## src/hw/rtl/bfd_pkg.sv

```systemverilog
// shared types, constants and register codes of the box filter downscaler
package bfd_pkg;

   localparam int PIX_W       = 8;
   localparam int HSUM_W      = 10;
   localparam int CSUM_W      = 12;
   localparam int FACTOR_W    = 3;
   localparam int WIDTH_W     = 12;
   localparam int HEIGHT_W    = 13;
   localparam int ROW_W       = 12;
   localparam int SUB_W       = 2;
   localparam int NUM_CH      = 3;
   localparam int CSR_INDEX_W = 2;
   localparam int CSR_DATA_W  = 13;
   localparam int QUEUE_DEPTH = 4;

   localparam int DEFAULT_MAX_OUT_WIDTH = 2048;
   localparam int MAX_OUT_HEIGHT        = 4096;

   // register indexes
   localparam logic [CSR_INDEX_W-1:0] REG_SCALE_FACTOR = 2'd0;
   localparam logic [CSR_INDEX_W-1:0] REG_OUT_WIDTH    = 2'd1;
   localparam logic [CSR_INDEX_W-1:0] REG_OUT_HEIGHT   = 2'd2;

   // factor codes
   localparam logic [FACTOR_W-1:0] FACTOR_ONE   = 3'd1;
   localparam logic [FACTOR_W-1:0] FACTOR_TWO   = 3'd2;
   localparam logic [FACTOR_W-1:0] FACTOR_THREE = 3'd3;
   localparam logic [FACTOR_W-1:0] FACTOR_FOUR  = 3'd4;

   // divide by nine as multiply by ceil(2^15/9) then shift, exact below 2^15
   localparam logic [CSUM_W-1:0] RECIP_NINE  = 12'd3641;
   localparam int                RECIP_SHIFT = 15;

   // one block column of one pixel row, handed from front to back
   typedef struct packed {
      logic [NUM_CH-1:0][HSUM_W-1:0] hsum;
      logic                          first_row;
      logic                          emit;
      logic [FACTOR_W-1:0]           factor;
      logic                          row_end;
      logic                          frame_end;
   } job_type;

   typedef logic [NUM_CH-1:0][CSUM_W-1:0] csum_type;

endpackage

```

## src/hw/rtl/bfd_fifo.sv

```systemverilog
// small first-in first-out queue between front and back
module bfd_fifo #(
   parameter int WIDTH = 8,
   parameter int DEPTH = bfd_pkg::QUEUE_DEPTH
) (
   input  logic             clock,
   input  logic             reset,
   input  logic             push_valid,
   input  logic [WIDTH-1:0] push_data,
   output logic             push_ready,
   output logic             pop_valid,
   output logic [WIDTH-1:0] pop_data,
   input  logic             pop_ready
);
   localparam int PTR_W = (DEPTH > 1) ? $clog2(DEPTH) : 1;
   localparam int CNT_W = $clog2(DEPTH + 1);

   logic [WIDTH-1:0] slot_ff [DEPTH];
   logic [PTR_W-1:0] wr_ptr_ff, wr_ptr_in;
   logic [PTR_W-1:0] rd_ptr_ff, rd_ptr_in;
   logic [CNT_W-1:0] count_ff, count_in;
   logic push, pop;

   assign push_ready = (count_ff != CNT_W'(DEPTH));
   assign pop_valid  = (count_ff != '0);
   assign pop_data   = slot_ff[rd_ptr_ff];
   assign push       = push_valid & push_ready;
   assign pop        = pop_valid & pop_ready;

   always_comb begin
      wr_ptr_in = wr_ptr_ff;
      rd_ptr_in = rd_ptr_ff;
      count_in  = count_ff;
      if (push) begin
         wr_ptr_in = (wr_ptr_ff == PTR_W'(DEPTH - 1)) ? '0 : wr_ptr_ff + PTR_W'(1);
      end
      if (pop) begin
         rd_ptr_in = (rd_ptr_ff == PTR_W'(DEPTH - 1)) ? '0 : rd_ptr_ff + PTR_W'(1);
      end
      if (push && !pop) begin
         count_in = count_ff + CNT_W'(1);
      end else if (pop && !push) begin
         count_in = count_ff - CNT_W'(1);
      end
   end

   always_ff @(posedge clock) begin
      if (reset) begin
         wr_ptr_ff <= '0;
         rd_ptr_ff <= '0;
         count_ff  <= '0;
      end else begin
         wr_ptr_ff <= wr_ptr_in;
         rd_ptr_ff <= rd_ptr_in;
         count_ff  <= count_in;
      end
   end

   always_ff @(posedge clock) begin
      if (push) begin
         slot_ff[wr_ptr_ff] <= push_data;
      end
   end

endmodule

```

## config.mk

```make
export PLATFORM = sky130hd
export DESIGN_NAME = bfd_fifo
export DESIGN_NICKNAME = d
export VERILOG_FILES = /design/src/hw/rtl/bfd_pkg.sv /design/src/hw/rtl/bfd_fifo.sv
export SDC_FILE = /design/constraint.sdc
export NUM_CORES = 1
export LEC_CHECK = 0
export ABC_AREA = 1
export BUFFER_PORTS_ARGS = -buffer_cell sky130_fd_sc_hd__buf_4
export CAP_MARGIN = 10
export CORE_UTILIZATION = 60
export DETAILED_ROUTE_END_ITERATION = 16
export GPL_ROUTABILITY_DRIVEN = 1
export PLACE_DENSITY_LB_ADDON = 0.1
export SETUP_SLACK_MARGIN = 0.5
export SLEW_MARGIN = 20
export SYNTH_ARGS = -nofsm -noshare
export SYNTH_HDL_FRONTEND = slang
export SYNTH_SLANG_ARGS = --single-unit
```

## constraint.sdc

```tcl
create_clock -name clock -period 5.65 [get_ports clock]
set_clock_uncertainty 0.15 [all_clocks]
set_input_delay 0 -clock clock [delete_from_list [all_inputs] [get_ports clock]]
set_output_delay 0 -clock clock [all_outputs]
set_load 0.01 [all_outputs]
```

Yosys cells after proc, flatten, opt, wreduce, memory -nomap -nowiden:

Memories as Yosys holds them, arrays and structs flattened. A register that Yosys moved wholly into a read port is not among the register bits.
Index checks and enable logic that the tools add are counted.

* bits in registers: 7
* memories kept: 1
* memory bits (writable): 32
* output and inout port bits: 10
* latch bits: 0
* bits in read-only memories: 0

* shift operators: 0
* reductions and logical operators: 6
* $add $sub $neg: 4
* bitwise gates (word level): 2
* divide/modulo/power cells: 0
* order comparisons: 0
* equality and inequality tests: 3
* multipliers: 0
* mux-type cells: 8

Memory list
* slot_ff: words 4, width 8, read ports 1, clocked after memory_dff 1, write ports 1, line bfd_fifo.sv:18 `logic [WIDTH-1:0] slot_ff [DEPTH];`

Operator list (count)
* 2-bit two-way mux: 4
* 3-bit two-way mux: 2
* 2-bit by 1-bit adder with 2-bit output (second input constant): 2
* 2-bit == test (second input constant): 2
* 3-bit by 1-bit adder with 3-bit output (second input constant): 1
* 3-bit inequality test (second input constant): 1
* 3-bit nonzero test: 1
* 3-bit by 1-bit subtractor with 3-bit output (second input constant): 1
* 1-bit bitwise AND: 2
* 1-bit logical AND: 2
* 1-bit logical NOT: 2
* 1-bit two-way mux: 2
* 2-bit nonzero test: 1

Depth between registers and ports, before layout:

Gate-level depths: netlist (run 1).

* depth after elaboration: 6
* mapped depth: 13

Worst setup path after synthesis (run 1):

OpenSTA, ideal clock, no wires.

* path type: reg2reg
* from: reg count_ff[1]
* to: reg count_ff[1]
* arrival time: 1.603 ns
* cell stages (with the launch flop): 10
* clock period less this slack: 1.869 ns
* slack: 3.781 ns
* required time: 5.384 ns
* cell sequence: dfxtp_1 > nor2_2 > nand2_2 > nand2_2 > inv_1 > ha_1 > inv_1 > fa_1 > o21ai_0 > nor2_1

* elaborated cells between the ends (all ways): 13

RTL lines
* start: declaration: line bfd_fifo.sv:21 `logic [CNT_W-1:0] count_ff, count_in;`
* start signal: assignment: line bfd_fifo.sv:55 `count_ff <= count_in;`
* 3-bit inequality test: line bfd_fifo.sv:24 `assign push_ready = (count_ff != CNT_W'(DEPTH));`
* named net push_ready: line bfd_fifo.sv:10 `output logic push_ready,`
* 1-bit bitwise AND: line bfd_fifo.sv:27 `assign push = push_valid & push_ready;`
* named net push: line bfd_fifo.sv:22 `logic push, pop;`
* 1-bit logical AND: line bfd_fifo.sv:40 `if (push && !pop) begin`
* 3-bit two-way mux: line bfd_fifo.sv:40
* named net count_in[1]: line bfd_fifo.sv:21

The timed path passes the listed nets, and every way through them passes these cells. The select of a mux whose other input is x is not followed.
A chain may end at the register's enable or synchronous reset.

Worst setup path in the final report (run 1):

* from: reg count_ff[1]
* to: reg count_ff[1]

* elaborated cells between the ends (all ways): 13

RTL lines (line)
* 3-bit inequality test: bfd_fifo.sv:24
* 1-bit bitwise AND: bfd_fifo.sv:27
* named net push: bfd_fifo.sv:22
* 1-bit logical AND: bfd_fifo.sv:40
* 3-bit two-way mux: bfd_fifo.sv:40
* named net count_in[1]: bfd_fifo.sv:21

The timed path passes the listed nets, and every way through them passes these cells. The select of a mux whose other input is x is not followed.

==> out/metrics.cfg, run 1 <==
[logic_synthesis]
async_flop_share_pct = 0
synth_cell_types = 20
netlist_area_mm2 = 0.00170
yosysWarnings = 0
ys_ff_latch = 41
synth_edf_count = 32
syn-num-nets = 164
syn_avg_cell_area_um2 = 11.7
synthCells = 145
ys_seq_area_share_pct = 67.3
synth_flop_cell = edfxtp_1

[run]
cap_violations = 0

[die]
core_area_mm2 = 0.00257
floorplan.initialDensity_pct = 66.1
rows = 18
boundaryPins = 22
die_area_mm2 = 0.00304
die_h_um = 55.2
die_w_um = 55.2

[setup_path]
cp_top_family = adder cells
worst-path-buf-inv = 2
worst_r2r_endpoint = count_ff[1]
critical_path.max_fanout = 7
crit_start = count_ff[1]
cp.required_ns = 5.75
cp_slowest_cell = fa_1
arrival_ns = 2.14
r2r_cells = 9
r2r_setup_slack_ns = 3.61
reg2reg_from = count_ff[1]
slowest_delay_ns = 0.42
worstSetupEndpointType = flop
path_cells = nor2_2, nand2_2, nand2_2, inv_1, ha_1, inv_1, fa_1, o21ai_0, nor2_1
start_kind = flop
worstSetupPathType = flop to flop

[timing]
worstMarginPinSlew_ns = 0.762
hold_viol_final = 0
rsz0062_at_grt = false
tns_ns = 0
period_minus_slack_ns = 2.04
fin_crit_sh_pct = 36.1
relSlewSlack_pct = 49.0
finalSetupViolCount = 0
layout_setup_ws_ns = 3.61
max_clock_freq_ghz = 0.491
slew_viol_final = 0

[layout]
diodes = 0
final_util_pct = 80.7
layout-drive-gt1-share_pct = 20.2
area_growth_pct = 22.1
layout_common_cells = nor2_1 (32), edfxtp_1 (32), buf_4 (21), inv_1 (15), o21ai_0 (13)
nets = 201

[clock_network]
cts_buffers = 5
cts.htree.levels = 2
clock_latency_ns = 0.35
clockBufferDepth = 2
cts_sinks = 41
path_clk_slew_ns = 0.11
clock-root-buffer = clkbuf_4
cts_tree = yes

[global_route]
grt_pass1_vias = 1134
grt_overflow = 0
grt_max_degree = 18
grt_pass1_wl_um = 4530
antenna_found_initial = 0
grt_usage_pct = 22.8

[worst_hold_path]
hold_path_end = count_ff[0]
min_delay_path_depth = 3
hp-class = input pin to flop
hold_path_startpoint = reset

[drt]
dr_wl_met3_um = 214
drt_iter0_drc = 24
finalWirelength_um = 3040
vias = 1152
met2_wirelength_um = 1580
drc = 0
m1WireLength_um = 1170
ant_nets = 0
route.top_layer_used = met4
avgRoutedWirePerCell_um = 14.3
drtPass1Iterations = 4
vias_per_cell = 5.41

[pwr]
powerDensity_mw_per_mm2 = 440
fin_total_pwr_mw = 0.911
p_leak_nw = 0.832
peakVddDrop_v = 0.000388

[place]
pre_cts_ws_ns = 3.64
gp_congestion = 0.737
hpwl_um = 2070
io_buffers = 21

[run_status]
status = complete, no violations

-- state kept, by name, indices dropped and copies added (netlist names), named ones only --
name,count
slot_ff,32
wr_ptr_ff,2
count_ff,3
rd_ptr_ff,2
-- logic make-up after synthesis --
logic type	count (synthesis)	synth area share (%)
and+or+nand+nor	51	12.5
buffers and inverters	18	4.87
xor gates and xnor gates	1	0.516
adders and majority gates	7	5.60
DFF	41	67.3
AOI/OAI and AO/OA	27	9.22
-- area by class of cell --
cell class	count	area, um^2
sequential	41	1140
fill	147	495
multi-input combinational	86	473
timing repair buffer	32	268
clock buffer	7	87.6
inverter	16	60.1
tap	30	37.5
clock inverter	1	5.00
-- worst max path at each step --
stage | end | cells after the start
finish | count_ff[1] | 9
global placement | count_ff[1] | 9
detailed placement | count_ff[1] | 9
global route | count_ff[2] | 12
CTS | count_ff[1] | 9
floorplan | count_ff[1] | 9
-- synth_stat cells, types with 2 or more instances --
cell,n,share of area (%)
edfxtp_1,32,57
nor2_1,32,7.1
inv_1,15,3.3
o21ai_0,13,3.8
nand2_1,11,2.4
dfxtp_1,9,11
o22ai_1,8,2.9
ha_1,6,4.4
nand2_2,3,1.1
o21ai_2,3,1.5
a21oi_1,2,0.59
buf_6,2,1.3
nand3b_1,2,0.88
-- tightest hold or removal path, stage by stage --
cell and delay (ns):
dlygate4sd3_1 0.53, buf_4 0.10, nor2_1 0.03
-- layer usage --
metal  track usage (%)  vias to the layer above
li1                  -                      569
met1              21.7                      528
met2              41.4                       44
met3              7.65                       11
met4              14.6                        0
met5                 0                        -
-- report_power, final --
group | total, mW | switching, mW | internal (mW) | leakage [nW]
Sequential | 0.415 | 0.0408 | 0.374 | 0.368
Clock | 0.194 | 0.0924 | 0.102 | 0.0516
Combinational | 0.302 | 0.170 | 0.132 | 0.413
-- per-stage QoR --
stage / area [um^2] / std cells / hold slack (ns)
global route: 2070 / 213 / 0.196
floorplan: 1700 / 145 / -0.0776
detailed placement: 1870 / 194 / 0.0198
global placement: 1870 / 194 / 0.0192
finish: 2070 / 213 / 0.195
CTS: 2070 / 213 / 0.173
-- timing repair --
action,in CTS,in global routing
hold buffers,11,0
buffers inserted,0,0
resized for setup,0,0
endpoints found under the hold margin,41,0
No activity file was read; power rests on OpenSTA's default activity.
==> run 2: changes to the inputs <==
--- a/config.mk
+++ b/config.mk
@@ -5,10 +5,10 @@
 export SDC_FILE = /design/constraint.sdc
 export NUM_CORES = 1
 export LEC_CHECK = 0
-export ABC_AREA = 1
+export ABC_AREA = 0
 export BUFFER_PORTS_ARGS = -buffer_cell sky130_fd_sc_hd__buf_4
 export CAP_MARGIN = 10
-export CORE_UTILIZATION = 60
+export CORE_UTILIZATION = 55
 export DETAILED_ROUTE_END_ITERATION = 16
 export GPL_ROUTABILITY_DRIVEN = 1
 export PLACE_DENSITY_LB_ADDON = 0.1
==> constraint.sdc (replaced) <==
create_clock -name clock -period 1.95 [get_ports clock]
set_clock_uncertainty 0.15 [all_clocks]
set_input_delay 0 -clock clock [delete_from_list [all_inputs] [get_ports clock]]
set_output_delay 0 -clock clock [all_outputs]
set_load 0.01 [all_outputs]
==> run 2 against run 1 <==
The flow now finishes with violations (hold timing, setup timing). Cell count shrank 19%. Register-to-register slack lost 3.7 ns. Non-clock buffer count grew 15. Die area grew 4.9%. Power grew to 3.1 times the previous value. Sequential power grew to 2.9 times the previous value. Count of clock-buffer cells in the layout shrank 1. Flip-flop and latch count is the same.
==> out/metrics.cfg, run 2 <==
[die]
boundaryPins = 22
die_area_mm2 = 0.00319
floorplan.initialDensity_pct = 58.7
die_w_um = 56.5
core_area_mm2 = 0.00278
die_h_um = 56.5
rows = 19

[logic_synthesis]
syn-num-nets = 109
netlist_area_mm2 = 0.00163
synth.top_cells.by_area = edfxtp_1 (59%), dfxtp_1 (11%), mux4_2 (11%)
netlist.area_leader.share_pct = 58.8
yosysWarnings = 0
ys_seq_area_share_pct = 69.8
synthCells = 90
synth_common_cells = edfxtp_1 (32), dfxtp_1 (9), mux4_2 (8)
synth_flop_cell = edfxtp_1
ys_ff_latch = 41
synth_edf_count = 32
syn_avg_cell_area_um2 = 18.2
async_flop_share_pct = 0
synth.most_common_cell = edfxtp_1
synth_cell_types = 26
yosys.area.top_type = edfxtp_1

[clock_network]
clockBufferDepth = 2
clock_latency_ns = 0.35
cts_tree = yes
clock-root-buffer = clkbuf_4
cts.htree.levels = 2
cts_buffers = 5
path_clk_slew_ns = 0.11
cts_sinks = 41

[timing]
layout_setup_ws_ns = -0.114
slew_viol_final = 0
holdWs_ns = -0.000483
fin_crit_sh_pct = 106
worstMarginPinSlew_ns = 0.259
hold_viol_final = 1
max_clock_freq_ghz = 0.485
finalSetupViolCount = 2
period_minus_slack_ns = 2.06
relSlewSlack_pct = 82.8
rsz0062_at_grt = true

[layout]
design_area_mm2 = 0.00226
largestRegisters = slot_ff: 32 flops, count_ff: 3 flops
area_growth_pct = 38.3
layout_common_cells = edfxtp_1 (32), buf_4 (22), buf_6 (13), dlygate4sd3_1 (11), mux4_2 (8)
nets = 159
diodes = 0
fin_cells = 172
final_common_cell = edfxtp_1
regMostFlops = slot_ff
nFillCells = 151
largest_reg_flops = 32
layout-drive-gt1-share_pct = 51.1

[pwr]
peakVddDrop_v = 0.00114
p_leak_nw = 0.843
powerDensity_mw_per_mm2 = 1260
fin_total_pwr_mw = 2.84

[global_route]
grt_pass1_vias = 1040
grt_max_degree = 13
antenna_found_initial = 0
grt_overflow = 0
grt_usage_pct = 20.5
grt_pass1_wl_um = 4580

[run]
cap_violations = 0

[run_status]
status = finished with violations
violations = hold timing, setup timing

[setup_path]
start_kind = flop
critical_path.max_fanout = 4
worstSetupEndpointType = flop
arrival_ns = 2.20
worstSetupPathType = flop to flop
cp.required_ns = 2.08

[drt]
drc = 0
drt_iter0_drc = 9
drtPass1Iterations = 3
ant_nets = 0
vias_per_cell = 5.47
avgRoutedWirePerCell_um = 16.7
finalWirelength_um = 2880
vias = 940

[place]
dp.cells = 146
hpwl_um = 1860
io_buffers = 21
postPlaceCellArea_mm2 = 0.00190
gp_congestion = 0.646

[worst_hold_path]
hp-class = input pin to flop

==> run 2: cell count changes in the layout (fill, tap and decap cells not counted), sizes merged, moves of 3 or more <==
| cell | change |
|---|---|
| and3 | +4 |
| buf | +15 |
| inv | -13 |
| mux2i | +3 |
| mux4 | +8 |
| nand2 | -13 |
| nor2 | -30 |
| o21ai | -16 |
| o22ai | -8 |
| or3 | +3 |
==> run 2: what timing repair did <==
| action | 4_1_cts | 5_1_grt |
|---|---|---|
| pin swaps | 3 | 13 |
| endpoints found under the hold margin | 41 | 7 |
| buffers inserted | 5 | 2 |
| hold buffers | 10 | 1 |
| gates resized for setup | 19 | 11 |
| setup endpoints to repair | 46 | 47 |
==> run 2: worst paths after layout <==
check / from / end / slack, ns / depth (start not counted)
min: pop_ready / count_ff[2] / -0.0005 / 5
min reg2reg: rd_ptr_ff[0] / flop / 0.35 / 2
max reg2reg: count_ff[2] / count_ff[2] / -0.11 / 8
max: count_ff[2] / count_ff[2] / -0.11 / 8
==> run 2: power by group <==
part / internal [mW] / switching [mW]
registers: 1.09 / 0.0938
logic: 0.682 / 0.445
clock network: 0.267 / 0.262
total: 2.04 / 0.802
==> run 2: layout make-up <==
cell class	count	area (um^2)	share of cell area, %
flip-flops and latches	41	1150	51.1
multi-input cells	42	543	24.0
repair buffers	47	437	19.3
clock buffers	6	41.3	1.83
well taps	31	38.8	1.72
clock inverters	2	33.8	1.50
inverters	3	11.3	0.498
==> run 2: critical path, cell delays in order (launching register included) <==
cell and delay [ns]:
dfxtp_4 0.38, or3b_4 0.23, and2_4 0.15, ha_4 0.14
inv_2 0.03, fa_2 0.34, xor2_2 0.16, or3_4 0.33
a21oi_2 0.11
==> run 2: metrics by stage <==
stage,TNS (ns),hold WS (ns),util (%),setup WS [ns]
detailed placement,-0.183,0.0542,68.4,-0.113
floorplan,-0.321,-0.0511,-,-0.178
CTS,-0.184,-0.0389,78.7,-0.0989
finish,-0.176,-0.000483,81.2,-0.114
global placement,-0.0834,0.0488,68.4,-0.0698
global route,-0.309,-0.00690,81.2,-0.167
==> run 2: logic make-up (layout without fill, tap and decap cells) <==
group                    count (synthesis)  count (layout)  synth area share (%)
flip-flops                              41              41                  69.8
buffers and inverters                    7              58                  1.76
AO/OA/AOI/OAI                            5               5                  2.14
multiplexers                            11              11                  12.9
XOR/XNOR                                 2               2                  1.07
AND/OR/NAND/NOR                         17              17                  6.51
adder cells (fa/ha/maj)                  7               7                  5.82
==> run 2: layer usage <==
layer | vias up | global-route usage (%) | part of all wire, % | wire [um]
met5 | - | 0 | 0 | 0
met2 | 20 | 38.0 | 55 | 1580
li1 | 447 | - | - | -
met3 | 8 | 4.84 | 3.1 | 90
met1 | 465 | 20.2 | 40 | 1140
met4 | 0 | 12.5 | 2.3 | 65
==> run 3: changes to the inputs <==
--- a/config.mk
+++ b/config.mk
@@ -5,10 +5,10 @@
 export SDC_FILE = /design/constraint.sdc
 export NUM_CORES = 1
 export LEC_CHECK = 0
-export ABC_AREA = 0
+export ABC_AREA = 1
 export BUFFER_PORTS_ARGS = -buffer_cell sky130_fd_sc_hd__buf_4
 export CAP_MARGIN = 10
-export CORE_UTILIZATION = 55
+export CORE_UTILIZATION = 56
 export DETAILED_ROUTE_END_ITERATION = 16
 export GPL_ROUTABILITY_DRIVEN = 1
 export PLACE_DENSITY_LB_ADDON = 0.1
@@ -17,3 +17,4 @@
 export SYNTH_ARGS = -nofsm -noshare
 export SYNTH_HDL_FRONTEND = slang
 export SYNTH_SLANG_ARGS = --single-unit
+export TNS_END_PERCENT = 30
==> run 3 against run 2 <==
The run ends with DRC left. Fmax rose by 9.7%. Critical path type unchanged. Flip-flop and latch count stayed put. Register-to-register slack improved by 0.18 ns. Combinational power grew 18%. First-iteration DRC count grew to 3.8 times the previous value. Power increased by 4.2%. Core utilization rose by 1.0 points. Worst setup slack better by 0.18 ns. Worst hold slack improved by 0.19 ns. Cell count up 35%. Largest cell class unchanged. Count of clock-buffer cells in the layout unchanged.
==> out/metrics.cfg, run 3 (synthesis gave the netlist of run 1 again) <==
[global_route]
grt_pass1_wl_um = 5440
grt_usage_pct = 22.9
grt_max_degree = 17
grt_pass1_vias = 1216
grt_overflow = 0
antenna_found_initial = 0

[place]
gp_congestion = 0.773
hpwl_um = 1930
dp.cells = 200
io_buffers = 21

[timing]
max_clock_freq_ghz = 0.531
finalSetupViolCount = 0
rsz0062_at_grt = true
relSlewSlack_pct = 85.7
worstMarginPinSlew_ns = 0.214
period_minus_slack_ns = 1.88
hold_viol_final = 0
fin_crit_sh_pct = 96.5
slew_viol_final = 0

[clock_network]
cts.htree.levels = 2
cts_buffers = 5
cts_tree = yes
cts_sinks = 41
clock-root-buffer = clkbuf_4
clock_latency_ns = 0.34
path_clk_slew_ns = 0.12
clockBufferDepth = 2

[drt]
ant_nets = 0
m1WireLength_um = 1410
route.top_layer_used = met4
dr_wl_met3_um = 155
drt_iter0_drc = 34
met2_wirelength_um = 1750
vias = 1238
vias_per_cell = 5.31
drtPass1Iterations = 10
finalWirelength_um = 3430
drc = 4
avgRoutedWirePerCell_um = 14.7

[worst_hold_path]
hp-class = input pin to flop
min_delay_path_depth = 3
hold_path_end = count_ff[0]
hold_path_startpoint = reset

[setup_path]
crit_top_cell = nand2_2
critical_path.max_fanout = 2
r2r_cells = 11
cp.required_ns = 2.07
r2r_setup_slack_ns = 0.07
start_kind = flop
worstSetupPathType = flop to flop
cp_slowest_cell = fa_2
arrival_ns = 2.00
worst-path-buf-inv = 2
path_cells = nor2_4, nand2_2, nand2_2, ha_4, inv_4, fa_2, nand2_2, nand3_1, nand2_1, inv_1, nor2_1
reg2reg_from = count_ff[1]
slowest_delay_ns = 0.38
cp_top_family = simple AND/OR/NAND/NOR gates
worst_r2r_endpoint = count_ff[2]
worstSetupEndpointType = flop

[layout]
seq_area_mm2 = 0.00116
final_util_pct = 82.2
regMostFlops = slot_ff
final_common_cell = buf_4
largest_reg_flops = 32
area_growth_pct = 36.0
multi_input_area_um2 = 554
diodes = 0
nFillCells = 171
layout-drive-gt1-share_pct = 39.6
largestRegisters = slot_ff: 32 flops, count_ff: 3 flops
fin_cells = 233
nets = 220
layout_common_cells = buf_4 (36), edfxtp_1 (32), nor2_1 (30), inv_1 (11), dlygate4sd3_1 (11)

[pwr]
peakVddDrop_v = 0.000962
fin_total_pwr_mw = 2.96
powerDensity_mw_per_mm2 = 1280
p_leak_nw = 0.940

[die]
boundaryPins = 22
die_w_um = 57.0
floorplan.initialDensity_pct = 60.5
die_area_mm2 = 0.00325
die_h_um = 57.0
core_area_mm2 = 0.00281
rows = 19

[run]
cap_violations = 0

[run_status]
violations = DRC
status = finished with violations

[run 3: stage by stage]
stage | setup TNS [ns] | setup slack [ns] | cell area (um^2) | hold slack, ns
6_report | 0 | 0.0680 | 2310 | 0.194
5_1_grt | -0.0147 | -0.0147 | 2310 | 0.180
4_1_cts | 0 | 0.191 | 2230 | -0.226
3_5_place_dp | 0 | 0.104 | 1950 | 0.0149
3_3_place_gp | 0 | 0.126 | 1950 | 0.00798
2_1_floorplan | 0 | 0.181 | 1730 | -0.0873
[run 3: power by group]
| group | internal [mW] | switching [mW] | total, mW |
|---|---|---|---|
| logic | 0.659 | 0.670 | 1.33 |
| clock network | 0.170 | 0.259 | 0.428 |
| registers | 1.10 | 0.101 | 1.20 |
[run 3: area by class of cell]
class                           instances  share of cell area, %
Timing Repair Buffer                   51                   18.4
Clock buffer                            6                   2.22
Multi-Input combinational cell         86                   24.0
Inverter                               16                   3.09
Clock inverter                          2                  0.380
Sequential cell                        41                   50.2
Tap cell                               31                   1.68
[run 3: routing by layer]
layer	GRT usage, %	vias up
met4	10.1	0
li1	-	609
met2	40.3	36
met5	0	-
met3	8.39	12
met1	24.7	581
[run 3: worst max path at each step]
| stage | startpoint | to | slack [ns] | cells after the start |
|---|---|---|---|---|
| final | count_ff[1] | count_ff[2] | 0.07 | 11 |
| after global routing | count_ff[1] | count_ff[2] | -0.01 | 11 |
| after CTS | count_ff[1] | count_ff[1] | 0.19 | 9 |
| after detailed placement | count_ff[1] | count_ff[2] | 0.10 | 13 |
| after global placement | count_ff[0] | count_ff[1] | 0.13 | 9 |
| after floorplan | count_ff[0] | count_ff[2] | 0.18 | 12 |
[run 3: tightest hold or removal path, delay by kind of cell]
family | cells | cell delay, ns
and+or+nand+nor | 1 | 0.04
buffers and inverters | 2 | 0.62
[run 3: what timing repair did]
action                                 4_1_cts  5_1_grt
hold buffers                                10        1
endpoints found under the hold margin       41        2
cloned                                       1        0
setup endpoints to repair                   11       30
gates resized for setup                     16       24
buffers inserted                            12        1
pin swaps                                    6        7
